## src/design/brs_pkg.sv

```systemverilog
// shared types and constants for the bidomain refine/select engine
// used by brs_run and bidomain_refine_select_top; no dependencies
`timescale 1ns / 1ps

package brs_pkg;

    localparam int MAX_VERTICES_DEF = 64;
    localparam int MAX_DOMAINS_DEF  = 64;
    localparam logic [6:0] NO_VERTEX   = 7'd64;
    localparam logic [6:0] BOUND_LIMIT = 7'd64;

    typedef enum logic [3:0] {
        ACT_WR_LEFT  = 4'd0,
        ACT_WR_RIGHT = 4'd1,
        ACT_APPEND   = 4'd2,
        ACT_CLEAR    = 4'd3,
        ACT_FILTER   = 4'd4,
        ACT_SELECT   = 4'd5,
        ACT_RD_LEFT  = 4'd6,
        ACT_RD_RIGHT = 4'd7,
        ACT_RD_DOM   = 4'd8
    } act_t;

    typedef enum logic [1:0] {
        RUN_WRITE = 2'd0,
        RUN_READ  = 2'd1,
        RUN_SPLIT = 2'd2,
        RUN_MIN   = 2'd3
    } run_op_t;

    typedef enum logic [2:0] {
        R_IDLE,
        R_STEP,
        R_CHKJ,
        R_CHKK,
        R_WRJ,
        R_RDWAIT
    } run_state_t;

    typedef enum logic [3:0] {
        T_IDLE,
        T_MOD,
        T_APPEND,
        T_RUNWAIT,
        T_DRD,
        T_FLT_RD,
        T_FLT_WAIT,
        T_FLT_LEFT,
        T_FLT_RIGHT,
        T_FLT_EMIT1,
        T_FLT_EMIT2,
        T_SEL_RD,
        T_SEL_WAIT,
        T_SEL_MIN,
        T_FINISH
    } state_t;

    typedef struct packed {
        logic       adj;
        logic [6:0] rl;
        logic [6:0] ll;
        logic [5:0] r;
        logic [5:0] l;
    } dom_t;

    typedef struct packed {
        logic        go;
        run_op_t     op;
        logic        side;
        logic [5:0]  start;
        logic [6:0]  len;
        logic [5:0]  vertex;
        logic [63:0] row;
    } run_req_t;

    typedef struct packed {
        logic       done;
        logic [6:0] result;
        logic [5:0] rdata;
    } run_resp_t;

    function automatic logic [6:0] min7(input logic [6:0] a, input logic [6:0] b);
        min7 = (a < b) ? a : b;
    endfunction

endpackage

```

## src/design/brs_run.sv

```systemverilog
// vertex arrays and run walker: array write/read, in-place split of a run, min scan
// depends on brs_pkg
`timescale 1ns / 1ps

module brs_run #(
    parameter int MAX_VERTICES = brs_pkg::MAX_VERTICES_DEF
) (
    input  logic               clk,
    input  logic               rst_n,
    input  brs_pkg::run_req_t  req,
    output brs_pkg::run_resp_t resp
);

    localparam int VW = (MAX_VERTICES > 1) ? $clog2(MAX_VERTICES) : 1;

    logic [5:0] lmem [MAX_VERTICES];
    logic [5:0] rmem [MAX_VERTICES];
    logic [5:0] rd_l, rd_r;

    brs_pkg::run_state_t st_reg, st_next;
    brs_pkg::run_op_t    op_reg, op_next;
    logic        side_reg, side_next;
    logic [63:0] row_reg, row_next;
    logic [5:0]  pj_reg, pj_next, pk_reg, pk_next;
    logic [6:0]  cnt_reg, cnt_next, kept_reg, kept_next, min_reg, min_next;
    logic [5:0]  vj_reg, vj_next, vk_reg, vk_next;
    logic        done_reg, done_next;
    logic [6:0]  result_reg, result_next;
    logic [5:0]  rdata_reg, rdata_next;

    logic          we, wside;
    logic [VW-1:0] wa, ra;
    logic [5:0]    wd, v;

    function automatic logic [5:0] inc_pos(input logic [5:0] p);
        inc_pos = (p == 6'(MAX_VERTICES - 1)) ? 6'd0 : p + 6'd1;
    endfunction

    always_ff @(posedge clk)
    begin
        if (we && !wside)
        begin
            lmem[wa] <= wd;
        end
        if (we && wside)
        begin
            rmem[wa] <= wd;
        end
        rd_l <= lmem[ra];
        rd_r <= rmem[ra];
    end

    always_ff @(posedge clk or negedge rst_n)
    begin
        if (!rst_n)
        begin
            st_reg   <= brs_pkg::R_IDLE;
            done_reg <= 1'b0;
        end
        else
        begin
            st_reg   <= st_next;
            done_reg <= done_next;
        end
    end

    always_ff @(posedge clk)
    begin
        op_reg     <= op_next;
        side_reg   <= side_next;
        row_reg    <= row_next;
        pj_reg     <= pj_next;
        pk_reg     <= pk_next;
        cnt_reg    <= cnt_next;
        kept_reg   <= kept_next;
        min_reg    <= min_next;
        vj_reg     <= vj_next;
        vk_reg     <= vk_next;
        result_reg <= result_next;
        rdata_reg  <= rdata_next;
    end

    always_comb
    begin
        st_next     = st_reg;
        op_next     = op_reg;
        side_next   = side_reg;
        row_next    = row_reg;
        pj_next     = pj_reg;
        pk_next     = pk_reg;
        cnt_next    = cnt_reg;
        kept_next   = kept_reg;
        min_next    = min_reg;
        vj_next     = vj_reg;
        vk_next     = vk_reg;
        result_next = result_reg;
        rdata_next  = rdata_reg;
        done_next   = 1'b0;
        we          = 1'b0;
        wside       = side_reg;
        wa          = pj_reg[VW-1:0];
        wd          = vj_reg;
        ra          = pj_reg[VW-1:0];
        v           = side_reg ? rd_r : rd_l;

        case (st_reg)
            brs_pkg::R_IDLE:
            begin
                if (req.go)
                begin
                    op_next   = req.op;
                    side_next = req.side;
                    row_next  = req.row;
                    pj_next   = req.start;
                    pk_next   = req.start;
                    cnt_next  = req.len;
                    kept_next = 7'd0;
                    min_next  = brs_pkg::NO_VERTEX;
                    case (req.op)
                        brs_pkg::RUN_WRITE:
                        begin
                            we        = 1'b1;
                            wside     = req.side;
                            wa        = req.start[VW-1:0];
                            wd        = req.vertex;
                            done_next = 1'b1;
                        end
                        brs_pkg::RUN_READ:
                        begin
                            ra      = req.start[VW-1:0];
                            st_next = brs_pkg::R_RDWAIT;
                        end
                        default:
                        begin
                            st_next = brs_pkg::R_STEP;
                        end
                    endcase
                end
            end
            brs_pkg::R_STEP:
            begin
                if (cnt_reg == 7'd0)
                begin
                    result_next = (op_reg == brs_pkg::RUN_MIN) ? min_reg : kept_reg;
                    done_next   = 1'b1;
                    st_next     = brs_pkg::R_IDLE;
                end
                else
                begin
                    st_next = brs_pkg::R_CHKJ;
                end
            end
            brs_pkg::R_CHKJ:
            begin
                if (op_reg == brs_pkg::RUN_MIN)
                begin
                    if ({1'b0, v} < min_reg)
                    begin
                        min_next = {1'b0, v};
                    end
                    pj_next  = inc_pos(pj_reg);
                    cnt_next = cnt_reg - 7'd1;
                    st_next  = brs_pkg::R_STEP;
                end
                else if (row_reg[v])
                begin
                    if (pk_reg == pj_reg)
                    begin
                        kept_next = kept_reg + 7'd1;
                        pk_next   = inc_pos(pk_reg);
                        pj_next   = inc_pos(pj_reg);
                        cnt_next  = cnt_reg - 7'd1;
                        st_next   = brs_pkg::R_STEP;
                    end
                    else
                    begin
                        // fetch the entry at the write pointer for the swap
                        vj_next = v;
                        ra      = pk_reg[VW-1:0];
                        st_next = brs_pkg::R_CHKK;
                    end
                end
                else
                begin
                    pj_next  = inc_pos(pj_reg);
                    cnt_next = cnt_reg - 7'd1;
                    st_next  = brs_pkg::R_STEP;
                end
            end
            brs_pkg::R_CHKK:
            begin
                we      = 1'b1;
                wa      = pk_reg[VW-1:0];
                wd      = vj_reg;
                vk_next = v;
                st_next = brs_pkg::R_WRJ;
            end
            brs_pkg::R_WRJ:
            begin
                we        = 1'b1;
                wa        = pj_reg[VW-1:0];
                wd        = vk_reg;
                kept_next = kept_reg + 7'd1;
                pk_next   = inc_pos(pk_reg);
                pj_next   = inc_pos(pj_reg);
                cnt_next  = cnt_reg - 7'd1;
                st_next   = brs_pkg::R_STEP;
            end
            brs_pkg::R_RDWAIT:
            begin
                rdata_next = v;
                done_next  = 1'b1;
                st_next    = brs_pkg::R_IDLE;
            end
            default:
            begin
                st_next = brs_pkg::R_IDLE;
            end
        endcase
    end

    assign resp.done   = done_reg;
    assign resp.result = result_reg;
    assign resp.rdata  = rdata_reg;

endmodule

```

## config.mk

```make
export PLATFORM = sky130hd
export DESIGN_NAME = brs_run
export DESIGN_NICKNAME = d
export VERILOG_FILES = /design/src/design/brs_pkg.sv /design/src/design/brs_run.sv
export SDC_FILE = /design/constraint.sdc
export NUM_CORES = 1
export LEC_CHECK = 0
export BUFFER_PORTS_ARGS = -buffer_cell sky130_fd_sc_hd__buf_4
export CELL_PAD_IN_SITES_DETAIL_PLACEMENT = 1
export CELL_PAD_IN_SITES_GLOBAL_PLACEMENT = 1
export CORE_AREA = 2 2 334 336
export CTS_CLUSTER_SIZE = 16
export DETAILED_ROUTE_END_ITERATION = 12
export DIE_AREA = 0 0 336 338
export PLACE_DENSITY = 0.54
export SYNTH_ARGS = -nofsm -noshare
export SYNTH_HDL_FRONTEND = slang
export SYNTH_SLANG_ARGS = --single-unit
```

## constraint.sdc

```tcl
create_clock -name clk -period 5.75 [get_ports clk]
set_clock_uncertainty 0.15 [all_clocks]
set_input_delay 0.8625 -clock clk [delete_from_list [all_inputs] [get_ports clk]]
set_output_delay 0.8625 -clock clk [all_outputs]
set_load 0.1 [all_outputs]
```

After elaboration in Yosys (flattened, before gate mapping). Memories as Yosys holds them, arrays and structs flattened. A register that Yosys moved wholly into a read port is not among the register bits. Index checks and enable logic that the tools add are counted.

Bits in registers: 129. Bits in writable memories: 768. Input port bits: 89. Output and inout bits: 14. Memories kept: 2.

Memories: lmem (words 64, width 6, rd ports 1, clocked after memory_dff 1, write ports 1, line brs_run.sv:16) `logic [5:0] lmem [MAX_VERTICES];`; rmem (words 64, width 6, rd ports 1, clocked after memory_dff 1, write ports 1, line brs_run.sv:17) `logic [5:0] rmem [MAX_VERTICES];`.

Add/subtract/negate cells: 4. Order comparisons: 2. Equality and inequality tests: 18. Multiplexer cells: 60. Bitwise logic cells: 2. Reductions and logical operators: 16.

Operator list (number): 6-bit two-way mux (19); 7-bit two-way mux (12); 7-bit one-hot mux with 3 select lines (2); 6-bit one-hot mux with 2 select lines (3); 6-bit one-hot mux with 3 select lines (2); 3-bit one-hot mux with 5 select lines (1); 2-bit != test, second input constant (7); 7-bit one-hot mux with 2 select lines (1); 6-bit by 1-bit adder with 6-bit output, second input constant (2); 6-bit equality test, second input constant (2); 1-bit two-way mux (11); 3-bit two-way mux (3); 4-bit AND reduction (2); 7-bit by 1-bit adder with 7-bit output, second input constant (1); 7-bit zero test (1); 6-bit by 7-bit < comparator with 1-bit output (1); 6-bit by 7-bit < comparator with 1-bit output, second input constant (1); 7-bit by 1-bit subtractor with 7-bit output, second input constant (1); 1-bit binary-select mux with 6-bit select (1); 3-bit by 2-bit equality test with 1-bit output, second input constant (2); 3-bit equality test, second input constant (2); 6-bit equality test (1); 3-bit one-hot mux with 2 select lines (1); 2-bit AND reduction (3); 17 further kinds (20).

Depth between registers and ports, before layout.
Depth after elaboration: 8. Depth in mapped cells: 20. Gate-level depth less buffers: 14.

Least setup slack after synthesis. Ideal clock, no wire load.

Kind: reg2reg. Start: register side_reg. End: register cnt_reg[0], enable pin. Library setup time: 387 ps. Arrival time: 3480 ps. Required time: 5213 ps. Slack: 1733 ps. Stages on the path, launching flop included: 15. Buffers on the path: 3. Period minus slack after synthesis: 4017 ps. Cells stage by stage: edfxtp_1 buf_6 buf_6 nand2_2 o22ai_1 a22oi_1 a211oi_1 nor4_2 nand3_2 nor2_2 clkbuf_1 a21oi_1 nor2b_1 or3b_2 a21oi_1.

Cells in the longest elaborated chain, start to end: 5.

Ends and longest elaborated chain: start, declared (line brs_run.sv:22) `logic side_reg, side_next;`; start signal, assigned (line brs_run.sv:70) `side_reg <= side_next;`; 6-bit two-way mux (line brs_run.sv:104) `v = side_reg ? rd_r : rd_l;`; 1-bit binary-select mux with 6-bit select (line brs_run.sv:165) `else if (row_reg[v])`; 1-bit two-way mux (not written as such) (line brs_run.sv:165); 4-bit != test (no line); 3-bit AND reduction (no line); end signal, assigned (line brs_run.sv:74) `cnt_reg <= cnt_next;`; end, declared (line brs_run.sv:25) `logic [6:0] cnt_reg, cnt_next, kept_reg, kept_next, min_reg, min_next;`.

No other way between the ends. The select of a mux whose other input is x is not followed. A chain may end at the register's enable or synchronous reset.

Final worst setup path.
Start: register side_reg. End: register rd_r[4] (read register of rmem).

Cells in the longest elaborated chain, start to end: 6.

Ends and longest elaborated chain: 6-bit two-way mux (line brs_run.sv:104); net v[5] (line brs_run.sv:33) `logic [5:0] wd, v;`; 1-bit binary-select mux with 6-bit select (line brs_run.sv:165); 1-bit two-way mux (not written as such) (line brs_run.sv:165); 6-bit two-way mux (line brs_run.sv:165); 6-bit two-way mux (line brs_run.sv:155) `if (op_reg == brs_pkg::RUN_MIN)`; 6-bit one-hot mux with 2 select lines (line brs_run.sv:106) `case (st_reg)`; end, declared (line brs_run.sv:18) `logic [5:0] rd_l, rd_r;`.

The timed path passes the listed nets, and every way through them passes these cells. The select of a mux whose other input is x is not followed.

==> run_results.csv <==
group,metric,value,unit
outcome,status,"complete, no violations",
synthesis,synthArstFlopShare,0.00440,
synthesis,synth-seq-cells,909,
drt,vias,23862,
floorplan,fp-row-count,122,
global_routing,grt_overflow,0,
power_and_ir_drop,ir_drop,469,µV
synthesis,yosysSeqAreaShare,0.711,
placement,hpwl,76.5,mm
synthesis,syn_area_per_cell,14.2,µm²
drt,firstDrtPassIters,6,
worst_setup_path,worst_r2r_endpoint,"rd_r[4]",
worst_setup_path,r2r.worst_path.cells,16,
worst_setup_path,arrival,5960,ps
worst_setup_path,r2r-start,"side_reg",
synthesis,synth-edff-count,893,
timing,tightestPinTransition,1240,ps
timing,holdWs,206,ps
job,max_cap_violations,0,
synthesis,syn_nets,2793,
power_and_ir_drop,powerDensity,676,mW/mm²
timing,fmax,0.178,GHz
final_layout,areaGrowthSynthToFinish,16.0,%
synthesis,yosysUniqueCellTypes,77,
drt,viasPerCell,5.43,
floorplan,die_x,336,µm
final_layout,fin_nets,2922,
hold_path,hp-class,"in2reg",
power_and_ir_drop,p_leak,0.0150,µW
worst_setup_path,startpoint_type,"register",
final_layout,final_cell_mix,"893 x edfxtp_1, 310 x nand2_1, 233 x nor2_1, 200 x mux2i_1, 198 x buf_4",
worst_setup_path,crit_path_max_fanout,41,
synthesis,netlist_instances,2695,
timing,rsz0062_at_grt,"no",
timing,min_period,5600,ps
drt,final_antenna_net_count,0,
clock_tree,tritoncts,"built",
clock_tree,cts_setup_buffers,0,
final_layout,final_cell_area,0.0443,mm²
placement,postPlaceCellArea,0.0410,mm²
power_and_ir_drop,swShare,0.430,
global_routing,grt_util_all_layers,0.207,
synthesis,yosysWarnings,0,
worst_setup_path,criticalPathCategory,"reg2reg",
clock_tree,cts_max_level,3,
drt,routedWlPerCell,26.8,µm
final_layout,antenna_cells,0,
power_and_ir_drop,power.internal,17100,µW
timing,setup_viol,0,
global_routing,antenna_found_initial,3,
clock_tree,clockBufferDepth,3,
power_and_ir_drop,p_seq_frac,0.308,
power_and_ir_drop,combPwrFrac,0.478,
final_layout,layout-drive-gt1-share,0.152,
worst_setup_path,worstPathRequired,6110,ps
timing,max_slew_margin,0.168,
global_routing,grt_pass1_vias,24869,
clock_tree,cts_buffers,100,
synthesis,ys.flop_type,"edfxtp_1",
final_layout,final_common_cell,"edfxtp_1",
placement,gp_congestion,0.807,
hold_path,worstHoldStart,"req[26]",
power_and_ir_drop,p_switching,12900,µW
worst_setup_path,r2r_slack,150,ps
clock_tree,clk_pin_slew_worst_paths,60,ps
drt,drc,0,
clock_tree,worstSkewPairLatency,680,ps
timing,setup_tns,0,ps
clock_tree,cts-root-buf,"clkbuf_16",
power_and_ir_drop,pwr-share-clk,0.214,
worst_setup_path,worstSetupEndpointType,"register",
floorplan,dieArea,0.114,mm²
placement,portBuffers,102,
floorplan,start_util,0.347,
clock_tree,cts_num_sinks,909,
synthesis,synth_area,0.0382,mm²
floorplan,dieHeight,338,µm
drt,first_iter_violations,1900,
global_routing,grt_pass1_wl,172,mm
timing,finalCritPeriodShare,0.974,
hold_path,holdPathStages,1,
hold_path,holdPathEnd,"row_reg[26]",
floorplan,core-area,0.110,mm²
global_routing,grt_max_degree,81,
timing,finalMaxSlewViolations,0,
timing,final_hold_viol_count,0,
floorplan,io_pins,103,
drt,drt_wl_total,118,mm
-- what timing repair did --
action,4_1_cts,5_1_grt
pin swaps,0,0
hold buffers,1,0
resized for setup,1,6
setup endpoints to repair,1,6
endpoints found under the hold margin,4,0
-- worst max-delay path, cell delays in order, from the launching register on --
cell and delay, ps:
edfxtp_1 510, buf_4 240, mux2i_2 410, inv_1 270, nand3_2 120, a211oi_1 60
nor4_2 320, nand3_2 200, o21a_1 330, o22ai_4 600, buf_12 310, buf_12 270
buf_4 230, mux2i_1 280, o221ai_1 150, o41ai_1 690, nand4_1 230
-- layout make-up --
| type | instances | area [µm²] |
|---|---|---|
| inverters | 33 | 139 |
| clock buffers | 115 | 2560 |
| repair buffers | 213 | 1760 |
| clock inverters | 68 | 687 |
| fillers | 11117 | 65800 |
| flip-flops and latches | 909 | 27200 |
| well taps | 1488 | 1860 |
| multi-input cells | 1567 | 10100 |
-- worst max-delay path by stage --
stage	startpoint	cells after the start	end	slack [ps]
global route	side_reg	16	rd_l[1]	4
global placement	rd_l[1]	16	rd_l[1]	30
finish	side_reg	16	rd_r[4]	150
floorplan	side_reg	14	cnt_reg[0]	1730
CTS	side_reg	17	rd_l[1]	50
detailed placement	rd_l[1]	16	rd_l[1]	10
-- cells by family after synthesis --
kind of cell               count (synthesis)  synth area share
buffers and inverters                    219            0.0261
adders and majority gates                  9           0.00295
muxes                                    256            0.0692
xor gates and xnor gates                  23           0.00527
DFF                                      909             0.711
AOI/OAI and AO/OA                        473            0.0905
and+or+nand+nor                          806            0.0951
-- synth_stat cells, types with 32 or more instances --
cell      count  share of area
buf_2        55         0.0072
a21oi_1      34         0.0045
nand3_1      58         0.0076
and3_1       84          0.014
mux2i_1     201          0.053
o22ai_1      47         0.0077
a311oi_1     36         0.0083
edfxtp_1    893           0.70
o21ai_0      61         0.0080
nand2_1     311          0.031
clkbuf_1    101         0.0099
inv_1        32         0.0031
mux2_2       46          0.014
nor2_1      233          0.023
o221ai_1     35         0.0080
a211oi_1    101          0.020
-- routing by layer --
layer,vias up,GRT usage,wire [µm]
li1,10698,-,-
met1,12438,0.285,53200
met5,-,0,13
met3,136,0.0261,5340
met4,2,0.0522,2330
met2,588,0.346,56800
-- power by group through the flow --
stage	combinational, µW	clock [µW]	sequential (µW)
finish	14300	6410	9230
global route	15300	6800	9260
CTS	14400	6540	9220
detailed placement	14400	0	9350
global placement	14200	0	9350
floorplan	8490	0	9240
-- per-stage QoR --
stage | worst slack [ps] | instances | utilization | total power, µW
3_5_place_dp | 11.2 | 4208 | 0.373 | 23700
5_1_grt | 3.63 | 4393 | 0.403 | 31400
2_1_floorplan | 1730 | 2695 | - | 17700
6_report | 148 | 4393 | 0.403 | 30000
3_3_place_gp | 32.3 | 4208 | 0.373 | 23500
4_1_cts | 52.6 | 4392 | 0.402 | 30200
Note: power is estimated with default switching activity, not from simulation.
